**src/hdl/rgb2yuv_pkg.sv**
```systemverilog
// ----------------------------------------------------------------------------
// rgb2yuv_pkg
// Shared types, register codes and fixed-point helpers for the RGB to
// YUV 4:2:0 converter.
// ----------------------------------------------------------------------------
package rgb2yuv_pkg;

  // Configuration port
  localparam int CFG_W     = 13;
  localparam int CFG_IDX_W = 2;

  localparam logic [CFG_IDX_W-1:0] CFG_FRAME_WIDTH  = CFG_IDX_W'(0);
  localparam logic [CFG_IDX_W-1:0] CFG_FRAME_HEIGHT = CFG_IDX_W'(1);

  localparam logic [CFG_W-1:0] FRAME_WIDTH_RST  = CFG_W'(1024);
  localparam logic [CFG_W-1:0] FRAME_HEIGHT_RST = CFG_W'(768);

  // Signed width of the weighted sums: |sum| < 2^17
  localparam int SUM_W = 18;
  // Quotient after the divide by 256, plus room for the offset add
  localparam int QUO_W = SUM_W - 8;
  localparam int RES_W = QUO_W + 1;

  // BT.601 integer coefficients
  localparam logic signed [SUM_W-1:0] Y_R  = SUM_W'(66);
  localparam logic signed [SUM_W-1:0] Y_G  = SUM_W'(129);
  localparam logic signed [SUM_W-1:0] Y_B  = SUM_W'(25);
  localparam logic signed [SUM_W-1:0] CB_R = -SUM_W'(38);
  localparam logic signed [SUM_W-1:0] CB_G = -SUM_W'(74);
  localparam logic signed [SUM_W-1:0] CB_B = SUM_W'(112);
  localparam logic signed [SUM_W-1:0] CR_R = SUM_W'(112);
  localparam logic signed [SUM_W-1:0] CR_G = -SUM_W'(94);
  localparam logic signed [SUM_W-1:0] CR_B = -SUM_W'(18);
  localparam logic signed [SUM_W-1:0] ROUND_HALF = SUM_W'(128);
  localparam logic signed [SUM_W-1:0] DIV_BIAS   = SUM_W'(255);

  localparam logic signed [RES_W-1:0] Y_OFFSET = RES_W'(16);
  localparam logic signed [RES_W-1:0] C_OFFSET = RES_W'(128);
  localparam logic signed [RES_W-1:0] BYTE_MAX = RES_W'(255);

  typedef struct packed {
    logic [7:0] red;
    logic [7:0] green;
    logic [7:0] blue;
  } pixel_t;

  typedef struct packed {
    logic [7:0] luma;
    logic [7:0] chroma_blue;
    logic [7:0] chroma_red;
  } yuv_t;

  // Frame position flags of one pixel
  typedef struct packed {
    logic chroma_valid;
    logic frame_end;
  } pos_t;

  // Signed divide by 256 truncating toward zero
  function automatic logic signed [QUO_W-1:0] div256_trunc(
    input logic signed [SUM_W-1:0] v
  );
    logic signed [SUM_W-1:0] adj;
    adj = v[SUM_W-1] ? v + DIV_BIAS : v;
    return adj[SUM_W-1:8];
  endfunction

  // Saturate to 0..255
  function automatic logic [7:0] clamp_byte(input logic signed [RES_W-1:0] v);
    logic [7:0] res;
    if (v[RES_W-1]) begin
      res = 8'd0;
    end else if (v > BYTE_MAX) begin
      res = 8'd255;
    end else begin
      res = v[7:0];
    end
    return res;
  endfunction

endpackage

```
**src/hdl/rgb2yuv_in_if.sv**
```systemverilog
// ----------------------------------------------------------------------------
// rgb2yuv_in_if
// Valid/ready channel carrying one RGB pixel per transaction.
// ----------------------------------------------------------------------------
interface rgb2yuv_in_if;
  logic       valid;
  logic       ready;
  logic [7:0] red;
  logic [7:0] green;
  logic [7:0] blue;

  modport source (output valid, output red, output green, output blue, input ready);
  modport sink   (input valid, input red, input green, input blue, output ready);
endinterface

```
**src/hdl/rgb2yuv_out_if.sv**
```systemverilog
// ----------------------------------------------------------------------------
// rgb2yuv_out_if
// Valid/ready channel carrying one YUV result per transaction.
// ----------------------------------------------------------------------------
interface rgb2yuv_out_if;
  logic       valid;
  logic       ready;
  logic [7:0] luma;
  logic [7:0] chroma_blue;
  logic [7:0] chroma_red;
  logic       chroma_valid;
  logic       frame_end;

  modport source (output valid, output luma, output chroma_blue, output chroma_red,
                  output chroma_valid, output frame_end, input ready);
  modport sink   (input valid, input luma, input chroma_blue, input chroma_red,
                  input chroma_valid, input frame_end, output ready);
endinterface

```
**src/hdl/rgb2yuv_pos_tracker.sv**
```systemverilog
// ----------------------------------------------------------------------------
// rgb2yuv_pos_tracker
// Frame geometry registers and column/row counters. Gives the position
// flags of the pixel presented now and steps on each accepted pixel.
// ----------------------------------------------------------------------------
module rgb2yuv_pos_tracker #(
  parameter int MAX_DIMENSION = 4096
) (
  input  logic                            clk,
  input  logic                            rst_n,
  input  logic                            cfg_we,
  input  logic [rgb2yuv_pkg::CFG_IDX_W-1:0] cfg_index,
  input  logic [rgb2yuv_pkg::CFG_W-1:0]   cfg_wdata,
  input  logic                            advance,
  output rgb2yuv_pkg::pos_t               pos
);
  import rgb2yuv_pkg::*;

  localparam int CNT_W = (MAX_DIMENSION > 2) ? $clog2(MAX_DIMENSION) : 1;
  localparam int DIM_W = $clog2(MAX_DIMENSION + 1);
  localparam int CMP_W = ((DIM_W > CFG_W) ? DIM_W : CFG_W) + 1;
  localparam logic [CMP_W-1:0] DIM_MAX = CMP_W'(MAX_DIMENSION);
  localparam logic [CMP_W-1:0] DIM_ONE = CMP_W'(1);

  logic [CFG_W-1:0] width_r, height_r;
  logic [CNT_W-1:0] col_r, col_nxt;
  logic [CNT_W-1:0] row_r, row_nxt;
  logic [CMP_W-1:0] eff_w, eff_h;
  logic             last_col, last_row;

  // Geometry registers; a write takes effect at once, counters untouched
  always_ff @(posedge clk) begin
    if (!rst_n) begin
      width_r  <= FRAME_WIDTH_RST;
      height_r <= FRAME_HEIGHT_RST;
    end else if (cfg_we) begin
      case (cfg_index)
        CFG_FRAME_WIDTH:  width_r  <= cfg_wdata;
        CFG_FRAME_HEIGHT: height_r <= cfg_wdata;
        default: ;
      endcase
    end
  end

  // Zero acts as one, oversize saturates to the maximum
  function automatic logic [CMP_W-1:0] eff_dim(input logic [CFG_W-1:0] v);
    logic [CMP_W-1:0] ext;
    ext = CMP_W'(v);
    if (ext == '0) begin
      return DIM_ONE;
    end else if (ext > DIM_MAX) begin
      return DIM_MAX;
    end
    return ext;
  endfunction

  always_comb begin
    eff_w    = eff_dim(width_r);
    eff_h    = eff_dim(height_r);
    last_col = (CMP_W'(col_r) + DIM_ONE) >= eff_w;
    last_row = (CMP_W'(row_r) + DIM_ONE) >= eff_h;

    pos.chroma_valid = !col_r[0] && !row_r[0];
    pos.frame_end    = last_col && last_row;

    col_nxt = col_r;
    row_nxt = row_r;
    if (advance) begin
      if (last_col) begin
        col_nxt = '0;
        row_nxt = last_row ? '0 : row_r + 1'b1;
      end else begin
        col_nxt = col_r + 1'b1;
      end
    end
  end

  always_ff @(posedge clk) begin
    if (!rst_n) begin
      col_r <= '0;
      row_r <= '0;
    end else begin
      col_r <= col_nxt;
      row_r <= row_nxt;
    end
  end

`ifndef ASSERT_OFF
  a_frame_wrap: assert property (@(posedge clk) disable iff (!rst_n)
    advance && pos.frame_end |=> col_r == '0 && row_r == '0)
    else $error("counters did not wrap after frame end");

  a_col_step: assert property (@(posedge clk) disable iff (!rst_n)
    advance && !last_col |=> col_r == CNT_W'($past(col_r) + 1'b1) && $stable(row_r))
    else $error("column counter did not step");
`endif

endmodule

```
**src/hdl/rgb2yuv_color_math.sv**
```systemverilog
// ----------------------------------------------------------------------------
// rgb2yuv_color_math
// BT.601 integer color transform of one pixel: constant-coefficient sums,
// truncating divide by 256, offset and clamp. Chroma forced to zero off
// the 2x2 sampling grid.
// ----------------------------------------------------------------------------
module rgb2yuv_color_math (
  input  rgb2yuv_pkg::pixel_t px,
  input  logic                chroma_valid,
  output rgb2yuv_pkg::yuv_t   yuv
);
  import rgb2yuv_pkg::*;

  logic signed [SUM_W-1:0] r_s, g_s, b_s;
  logic signed [SUM_W-1:0] y_sum, cb_sum, cr_sum;
  logic signed [RES_W-1:0] y_res, cb_res, cr_res;

  always_comb begin
    r_s = $signed({{(SUM_W-8){1'b0}}, px.red});
    g_s = $signed({{(SUM_W-8){1'b0}}, px.green});
    b_s = $signed({{(SUM_W-8){1'b0}}, px.blue});

    y_sum  = Y_R  * r_s + Y_G  * g_s + Y_B  * b_s + ROUND_HALF;
    cb_sum = CB_R * r_s + CB_G * g_s + CB_B * b_s + ROUND_HALF;
    cr_sum = CR_R * r_s + CR_G * g_s + CR_B * b_s + ROUND_HALF;

    y_res  = RES_W'(div256_trunc(y_sum))  + Y_OFFSET;
    cb_res = RES_W'(div256_trunc(cb_sum)) + C_OFFSET;
    cr_res = RES_W'(div256_trunc(cr_sum)) + C_OFFSET;

    yuv.luma        = clamp_byte(y_res);
    yuv.chroma_blue = chroma_valid ? clamp_byte(cb_res) : 8'd0;
    yuv.chroma_red  = chroma_valid ? clamp_byte(cr_res) : 8'd0;
  end

endmodule

```
**src/hdl/rgb_to_yuv420_converter.sv**
```systemverilog
// ----------------------------------------------------------------------------
// rgb_to_yuv420_converter
// RGB pixel stream to YUV 4:2:0 (BT.601 integer), one result per pixel,
// chroma taken from the top-left pixel of each 2x2 block.
//
//   channel | dir | handshake          | payload
//   --------+-----+--------------------+-----------------------------------
//   in_ch   | in  | valid / ready      | red, green, blue
//   out_ch  | out | valid / ready      | luma, chroma_blue, chroma_red,
//           |     |                    | chroma_valid, frame_end
//   cfg     | in  | cfg_we (no ready)  | cfg_index, cfg_wdata
//
// One pixel per clock sustained while out_ch is not stalled. The pixel enters the
// input register when it is accepted and then moves on to the result register,
// which drives out_ch.
// The color transform sits between those two registers.
// Reset (rst_n, synchronous) empties both stages, zeroes the counters and
// loads 1024x768 geometry.
// in_ch.ready drops only while both stages are full and out_ch is stalled.
// ----------------------------------------------------------------------------
module rgb_to_yuv420_converter #(
  parameter int MAX_DIMENSION = 4096
) (
  input  logic                              clk,
  input  logic                              rst_n,
  rgb2yuv_in_if.sink                        in_ch,
  rgb2yuv_out_if.source                     out_ch,
  input  logic                              cfg_we,
  input  logic [rgb2yuv_pkg::CFG_IDX_W-1:0] cfg_index,
  input  logic [rgb2yuv_pkg::CFG_W-1:0]     cfg_wdata
);
  import rgb2yuv_pkg::*;

  logic   s1_v_r;
  pixel_t s1_px_r;
  pos_t   s1_pos_r;
  logic   out_v_r;
  yuv_t   out_yuv_r;
  pos_t   out_pos_r;

  logic   out_free, in_rdy, in_take;
  pixel_t in_px;
  pos_t   cur_pos;
  yuv_t   yuv;

  // Stage handshake: each stage loads when it is empty or drains this cycle
  assign out_free = !out_v_r || out_ch.ready;
  assign in_rdy   = !s1_v_r || out_free;
  assign in_take  = in_ch.valid && in_rdy;

  assign in_px.red   = in_ch.red;
  assign in_px.green = in_ch.green;
  assign in_px.blue  = in_ch.blue;

  rgb2yuv_pos_tracker #(
    .MAX_DIMENSION(MAX_DIMENSION)
  ) u_pos (
    .clk      (clk),
    .rst_n    (rst_n),
    .cfg_we   (cfg_we),
    .cfg_index(cfg_index),
    .cfg_wdata(cfg_wdata),
    .advance  (in_take),
    .pos      (cur_pos)
  );

  rgb2yuv_color_math u_math (
    .px          (s1_px_r),
    .chroma_valid(s1_pos_r.chroma_valid),
    .yuv         (yuv)
  );

  // Input register
  always_ff @(posedge clk) begin
    if (!rst_n) begin
      s1_v_r <= 1'b0;
    end else if (in_rdy) begin
      s1_v_r <= in_ch.valid;
    end
  end

  always_ff @(posedge clk) begin
    if (in_take) begin
      s1_px_r  <= in_px;
      s1_pos_r <= cur_pos;
    end
  end

  // Result register
  always_ff @(posedge clk) begin
    if (!rst_n) begin
      out_v_r <= 1'b0;
    end else if (out_free) begin
      out_v_r <= s1_v_r;
    end
  end

  always_ff @(posedge clk) begin
    if (out_free && s1_v_r) begin
      out_yuv_r <= yuv;
      out_pos_r <= s1_pos_r;
    end
  end

  assign in_ch.ready         = in_rdy;
  assign out_ch.valid        = out_v_r;
  assign out_ch.luma         = out_yuv_r.luma;
  assign out_ch.chroma_blue  = out_yuv_r.chroma_blue;
  assign out_ch.chroma_red   = out_yuv_r.chroma_red;
  assign out_ch.chroma_valid = out_pos_r.chroma_valid;
  assign out_ch.frame_end    = out_pos_r.frame_end;

`ifndef ASSERT_OFF
  a_chroma_masked: assert property (@(posedge clk) disable iff (!rst_n)
    out_ch.valid && !out_ch.chroma_valid |->
      out_ch.chroma_blue == 8'd0 && out_ch.chroma_red == 8'd0)
    else $error("chroma not zero off the sampling grid");

  a_s1_hold: assert property (@(posedge clk) disable iff (!rst_n)
    s1_v_r && out_v_r && !out_ch.ready |=> s1_v_r && $stable(s1_px_r) && $stable(s1_pos_r))
    else $error("input stage lost its pixel under stall");

  a_ready_full: assert property (@(posedge clk) disable iff (!rst_n)
    !in_ch.ready |-> s1_v_r && out_v_r && !out_ch.ready)
    else $error("input stalled while pipeline had room");
`endif

endmodule

```
**src/flat_wrapper.sv**
```systemverilog
// flat-port wrapper written by rule: the top's interface ports become plain ports
module rgb_to_yuv420_converter_flat import rgb2yuv_pkg::*;
#(
  parameter int MAX_DIMENSION = 4096
)
  (clk, rst_n, cfg_we, cfg_index, cfg_wdata, in_ch_valid, in_ch_red, in_ch_green, in_ch_blue, in_ch_ready, out_ch_valid, out_ch_luma, out_ch_chroma_blue, out_ch_chroma_red, out_ch_chroma_valid, out_ch_frame_end, out_ch_ready);
  rgb2yuv_in_if in_ch_i ();
  rgb2yuv_out_if out_ch_i ();
  input  logic clk;
  input  logic rst_n;
  input  logic cfg_we;
  input  logic [rgb2yuv_pkg::CFG_IDX_W-1:0] cfg_index;
  input  logic [rgb2yuv_pkg::CFG_W-1:0] cfg_wdata;
  input wire logic [$bits(in_ch_i.valid)-1:0] in_ch_valid;
  input wire logic [$bits(in_ch_i.red)-1:0] in_ch_red;
  input wire logic [$bits(in_ch_i.green)-1:0] in_ch_green;
  input wire logic [$bits(in_ch_i.blue)-1:0] in_ch_blue;
  output wire logic [$bits(in_ch_i.ready)-1:0] in_ch_ready;
  output wire logic [$bits(out_ch_i.valid)-1:0] out_ch_valid;
  output wire logic [$bits(out_ch_i.luma)-1:0] out_ch_luma;
  output wire logic [$bits(out_ch_i.chroma_blue)-1:0] out_ch_chroma_blue;
  output wire logic [$bits(out_ch_i.chroma_red)-1:0] out_ch_chroma_red;
  output wire logic [$bits(out_ch_i.chroma_valid)-1:0] out_ch_chroma_valid;
  output wire logic [$bits(out_ch_i.frame_end)-1:0] out_ch_frame_end;
  input wire logic [$bits(out_ch_i.ready)-1:0] out_ch_ready;
  assign in_ch_i.valid = in_ch_valid;
  assign in_ch_i.red = in_ch_red;
  assign in_ch_i.green = in_ch_green;
  assign in_ch_i.blue = in_ch_blue;
  assign in_ch_ready = in_ch_i.ready;
  assign out_ch_valid = out_ch_i.valid;
  assign out_ch_luma = out_ch_i.luma;
  assign out_ch_chroma_blue = out_ch_i.chroma_blue;
  assign out_ch_chroma_red = out_ch_i.chroma_red;
  assign out_ch_chroma_valid = out_ch_i.chroma_valid;
  assign out_ch_frame_end = out_ch_i.frame_end;
  assign out_ch_i.ready = out_ch_ready;
  rgb_to_yuv420_converter #(.MAX_DIMENSION(MAX_DIMENSION)) u_core (.clk(clk), .rst_n(rst_n), .in_ch(in_ch_i), .out_ch(out_ch_i), .cfg_we(cfg_we), .cfg_index(cfg_index), .cfg_wdata(cfg_wdata));
endmodule
```
**config.mk**
```make
export PLATFORM = sky130hd
export DESIGN_NAME = rgb_to_yuv420_converter_flat
export DESIGN_NICKNAME = d
export VERILOG_FILES = /design/src/hdl/rgb2yuv_pkg.sv /design/src/hdl/rgb2yuv_in_if.sv /design/src/hdl/rgb2yuv_out_if.sv /design/src/hdl/rgb2yuv_pos_tracker.sv /design/src/hdl/rgb2yuv_color_math.sv /design/src/hdl/rgb_to_yuv420_converter.sv /design/src/flat_wrapper.sv
export SDC_FILE = /design/constraint.sdc
export NUM_CORES = 1
export LEC_CHECK = 0
export BUFFER_PORTS_ARGS = -buffer_cell sky130_fd_sc_hd__buf_2
export CAP_MARGIN = 20
export CORE_ASPECT_RATIO = 1.25
export CORE_MARGIN = 3
export CORE_UTILIZATION = 50
export DETAILED_ROUTE_END_ITERATION = 16
export PLACE_DENSITY = 0.78
export SKIP_LAST_GASP = 1
export SLEW_MARGIN = 5
export SYNTH_ARGS = -nofsm -noshare
export SYNTH_HDL_FRONTEND = slang
export SYNTH_SLANG_ARGS = --single-unit
export TNS_END_PERCENT = 1
```
**constraint.sdc**
```tcl
create_clock -name clk -period 11.2 [get_ports clk]
set_input_delay 2.24 -clock clk [delete_from_list [all_inputs] [get_ports clk]]
set_output_delay 2.24 -clock clk [all_outputs]
set_load 0.1 [all_outputs]
```
==> impl_summary.md <==
Outcome
The flow ran to the end, and the final reports show no timing, DRC or antenna violations.

STA
Setup violations remaining at the end of the flow were counted as 0. Between clock sinks in the finished design, the worst skew comes to between 15 and 20 ps. Setup repair after global routing left no endpoint under its margin. In the final timing run, aggregate negative setup slack is 0 ps. The final count of pins violating max slew is 0. For the pin with the worst max-slew slack, the measured transition is 1040 ps. The time the final worst path needs with I/O delays and setup is 8570 ps.

Of the available clock period, the critical path in the final layout requires 76.5%. In this run the tightest slew margin relative to its limit is 30.4%. The number of hold-slack violations in the final timing report is 0. The maximum clock frequency is about 120 MHz.

Floorplan
The total area inside the core boundary comes to roughly 29000 um^2. Row generation in the floorplan step produced roughly 70 rows. The floorplan die width is between 150 and 200 um. The area of the die is 31700 um^2. just over 70 I/O pins were placed. The y dimension of the die is 198 um. The initial utilization of the core area, before any placement, comes to 51.4%.

Logic synthesis
The sequential cell area fraction in the yosys report is 17.6%. The average instance in the mapped netlist occupies roughly 9.2 um^2. The number of nets in the synthesized netlist is 2069. The number of instances in the synthesized netlist is ~1600. During synthesis, Yosys emitted a total of 0 warnings. The async set-reset flop share out of synthesis is 0%. The synthesized design contains between 50 and 60 enable-type register cells.

The mapped netlist covers around 15000 um^2. By area the synthesized netlist is led by sky130_fd_sc_hd__ha_1 27%, sky130_fd_sc_hd__fa_1 14%, sky130_fd_sc_hd__edfxtp_1 11%, sky130_fd_sc_hd__dfxtp_1 7.0%, sky130_fd_sc_hd__inv_1 6.3%. For this run, the leading register cell type out of synthesis is sky130_fd_sc_hd__edfxtp_1. The flip-flop and latch count after synthesis is 104. The number of distinct library cells after synthesis is 81. In this run the biggest area consumer among cell types represents a little over a quarter of the synthesized area. Of all cell types, the one taking the most synthesized area is sky130_fd_sc_hd__ha_1.

Clock tree
The clock net sink count is 104. The number of gates resized after CTS is 0. The clock transition at the registers of the reported paths is ~90 ps. The H-tree was split into 3 levels. The number of clock buffers inserted by TritonCTS is 9. The insertion delay of the later-clocked pin in the worst-skew pair is about 380 ps.

The number of hold buffers added after cts is 0. Once the clock tree was built, the setup fixing pass inserted 0 buffers. The root buffer cell chosen for the clock tree is sky130_fd_sc_hd__clkbuf_16. The TritonCTS clock tree is built. The longest clock path from root to sink contains 2 buffers.

Cells and area
Leaving out fill and tap cells, the most frequent cells in the layout are 323 x sky130_fd_sc_hd__ha_1, 248 x sky130_fd_sc_hd__inv_1, 136 x sky130_fd_sc_hd__nand2_1. Cells with a size suffix above 1 make up 7.19% of the layout. With fillers left out, the area of the finished cells amounts to 15900 um^2.

Across the whole layout, storage elements account for between 2000 and 3000 um^2. The layout-stage area growth over the synthesis result is 7.50%. The commonest non-fill, non-tap cell in the layout is sky130_fd_sc_hd__ha_1.

The repair_antennas step left the layout with diodes totalling 0. The filler cell count in the final layout is 2607. The multi-input combinational cells in the finished layout cover a total of 11200 um^2. For this run, the post-layout net count is 2133.

Drt
The total routed wirelength is 32900 um. The first routing iteration left 434 violations. In the routed design, unresolved DRC markers number 0.

The wire length per cell is 16.0 um. The ratio of routed vias to standard cells is 5.48. Detailed routing inserted a total of about 11000 vias. The length of the first detailed-routing pass in iterations is 5. The number of nets with antenna violations after routing is 0.

Worst setup path
The worst-path maximum fanout is 10. The delay of the slowest cell on the worst path is 650 ps. The critical path is of the reg2reg type. For this design, the slowest cell found on the critical path is sky130_fd_sc_hd__edfxtp_1. The sort of element at the start of the critical path is a register. For the worst flop-to-flop path, the logic depth is 29. STA puts the critical path data arrival time at 8820 ps.

The element type at the critical path end is a register. At the worst endpoint, the required time is 11460 ps.

Job
The tool flagged a number of max-cap violations equal to 0.

Placement
The HPWL reported at the end of detailed placement is approximately 28000 um. The number of I/O port buffers is 71. The weighted congestion reported at the end of routability-driven placement is approximately 0.95. The area after detailed placement is 15600 um^2.

Global route
Entering global routing, the biggest net connects 57 pins. The via count of the first global-routing pass came to ~12000. The number of antenna violations at the first check in global routing came to 1. The overall global routing resource usage is 21.3%. The final global-route overflow total is 0. The first global-routing pass estimated approximately 55000 um of wire.

Worst hold path
Counting instances, the worst hold path has a depth of 0. The type of the worst min-delay path is reg2reg.
==> cells in the mapped netlist (3+ instances only) <==
cell                         n
sky130_fd_sc_hd__nand4_1    12
sky130_fd_sc_hd__o211ai_1    4
sky130_fd_sc_hd__nor3_1     26
sky130_fd_sc_hd__o21ai_1     3
sky130_fd_sc_hd__nor4_1      9
sky130_fd_sc_hd__inv_1     248
sky130_fd_sc_hd__dfxtp_1    52
sky130_fd_sc_hd__or4_1       4
sky130_fd_sc_hd__clkbuf_1   18
sky130_fd_sc_hd__and3_1     15
sky130_fd_sc_hd__edfxtp_1   52
sky130_fd_sc_hd__a21boi_1    8
sky130_fd_sc_hd__fa_1      101
sky130_fd_sc_hd__o21bai_1   23
sky130_fd_sc_hd__nand2b_1   14
sky130_fd_sc_hd__a21oi_1    78
sky130_fd_sc_hd__a21o_1     40
sky130_fd_sc_hd__a21boi_0   35
sky130_fd_sc_hd__nand2_1   136
sky130_fd_sc_hd__nor2b_1    18
sky130_fd_sc_hd__o31a_1      8
sky130_fd_sc_hd__a221oi_2    3
sky130_fd_sc_hd__buf_2       4
sky130_fd_sc_hd__and2_1      8
sky130_fd_sc_hd__nor2_1     49
sky130_fd_sc_hd__o21a_1      8
sky130_fd_sc_hd__ha_1      323
sky130_fd_sc_hd__nand3b_1   11
sky130_fd_sc_hd__o31ai_1     5
sky130_fd_sc_hd__o21ai_0    43
sky130_fd_sc_hd__nand3_1    37
sky130_fd_sc_hd__nor3b_1     4
sky130_fd_sc_hd__a31oi_1    14
sky130_fd_sc_hd__xor2_1     52
sky130_fd_sc_hd__a211oi_1    5
sky130_fd_sc_hd__xnor2_1    75
==> routing by layer <==
layer  global-route usage [%]  vias up  wire length [um]
met5                        0        -                13
met4                     9.13        2              1350
met3                     3.69       72              1390
met2                     41.0      190             17200
met1                     22.7     5392             12900
li1                         -     5637                 -
==> state kept, by name (all words and copies together), names as in the netlist <==
register and count:
u_core.out_ch.chroma_valid 1, u_core.u_pos.row_r 12, u_core.out_ch.valid 1, u_core.u_pos.col_r 12, u_core.out_ch.luma 8, u_core.s1_pos_r 2, u_core.out_ch.chroma_blue 8, u_core.u_pos.height_r 13
u_core.u_pos.width_r 13, u_core.out_ch.chroma_red 8, u_core.s1_px_r 24, u_core.s1_v_r 1, u_core.out_ch.frame_end 1
==> kinds of logic after synthesis <==
kind of cell,after synthesis,share of synthesized area [%]
flip-flops,104,17.6
buffers and inverters,272,6.93
multiplexers,2,0.169
AO/OA/AOI/OAI,312,14.6
XOR/XNOR,128,7.70
adder cells (fa/ha/maj),424,40.9
AND/OR/NAND/NOR,359,12.1
==> per-stage QoR <==
stage | instances | setup slack (ps) | util, % | hold slack [ps]
6_report | 2060 | 2630 | 55.2 | 425
5_1_grt | 2060 | 1970 | 55.2 | 435
4_1_cts | 2058 | 2700 | 55.2 | 428
3_5_place_dp | 2042 | 2740 | 54.1 | 407
3_3_place_gp | 2042 | 2970 | 54.1 | 409
2_1_floorplan | 1601 | 3790 | - | 400
==> path summary, 6_finish.rpt <==
path,startpoint,endpoint,slack (ps)
max,u_core.s1_px_r[4],u_core.out_ch.chroma_red[3],2630
max reg2reg,u_core.s1_px_r[4],u_core.out_ch.chroma_red[3],2630
min,u_core.s1_pos_r[0],u_core.out_ch.frame_end,430
min reg2reg,u_core.s1_pos_r[0],u_core.out_ch.frame_end,430
==> worst max-delay path, delay by kind of cell, from the launching register on <==
family	cells	cell delay, ps
adders and majority gates	8	3250
xor gates and xnor gates	1	350
AOI/OAI and AO/OA	12	2890
buffers and inverters	3	190
and+or+nand+nor	5	1100
DFF	1	650
==> cell type report <==
class                      instances  share of cell area (%)
timing repair buffer              76                    2.45
sequential                       104                    16.3
clock buffer                       9                    1.41
multi-input combinational       1225                    70.3
inverter                         249                    5.87
tap                              390                    3.07
clock inverter                     7                   0.574
Power is left out: the tool's default activity adds up to more than one toggle a clock period on the data nets, which glitch-free logic cannot reach.
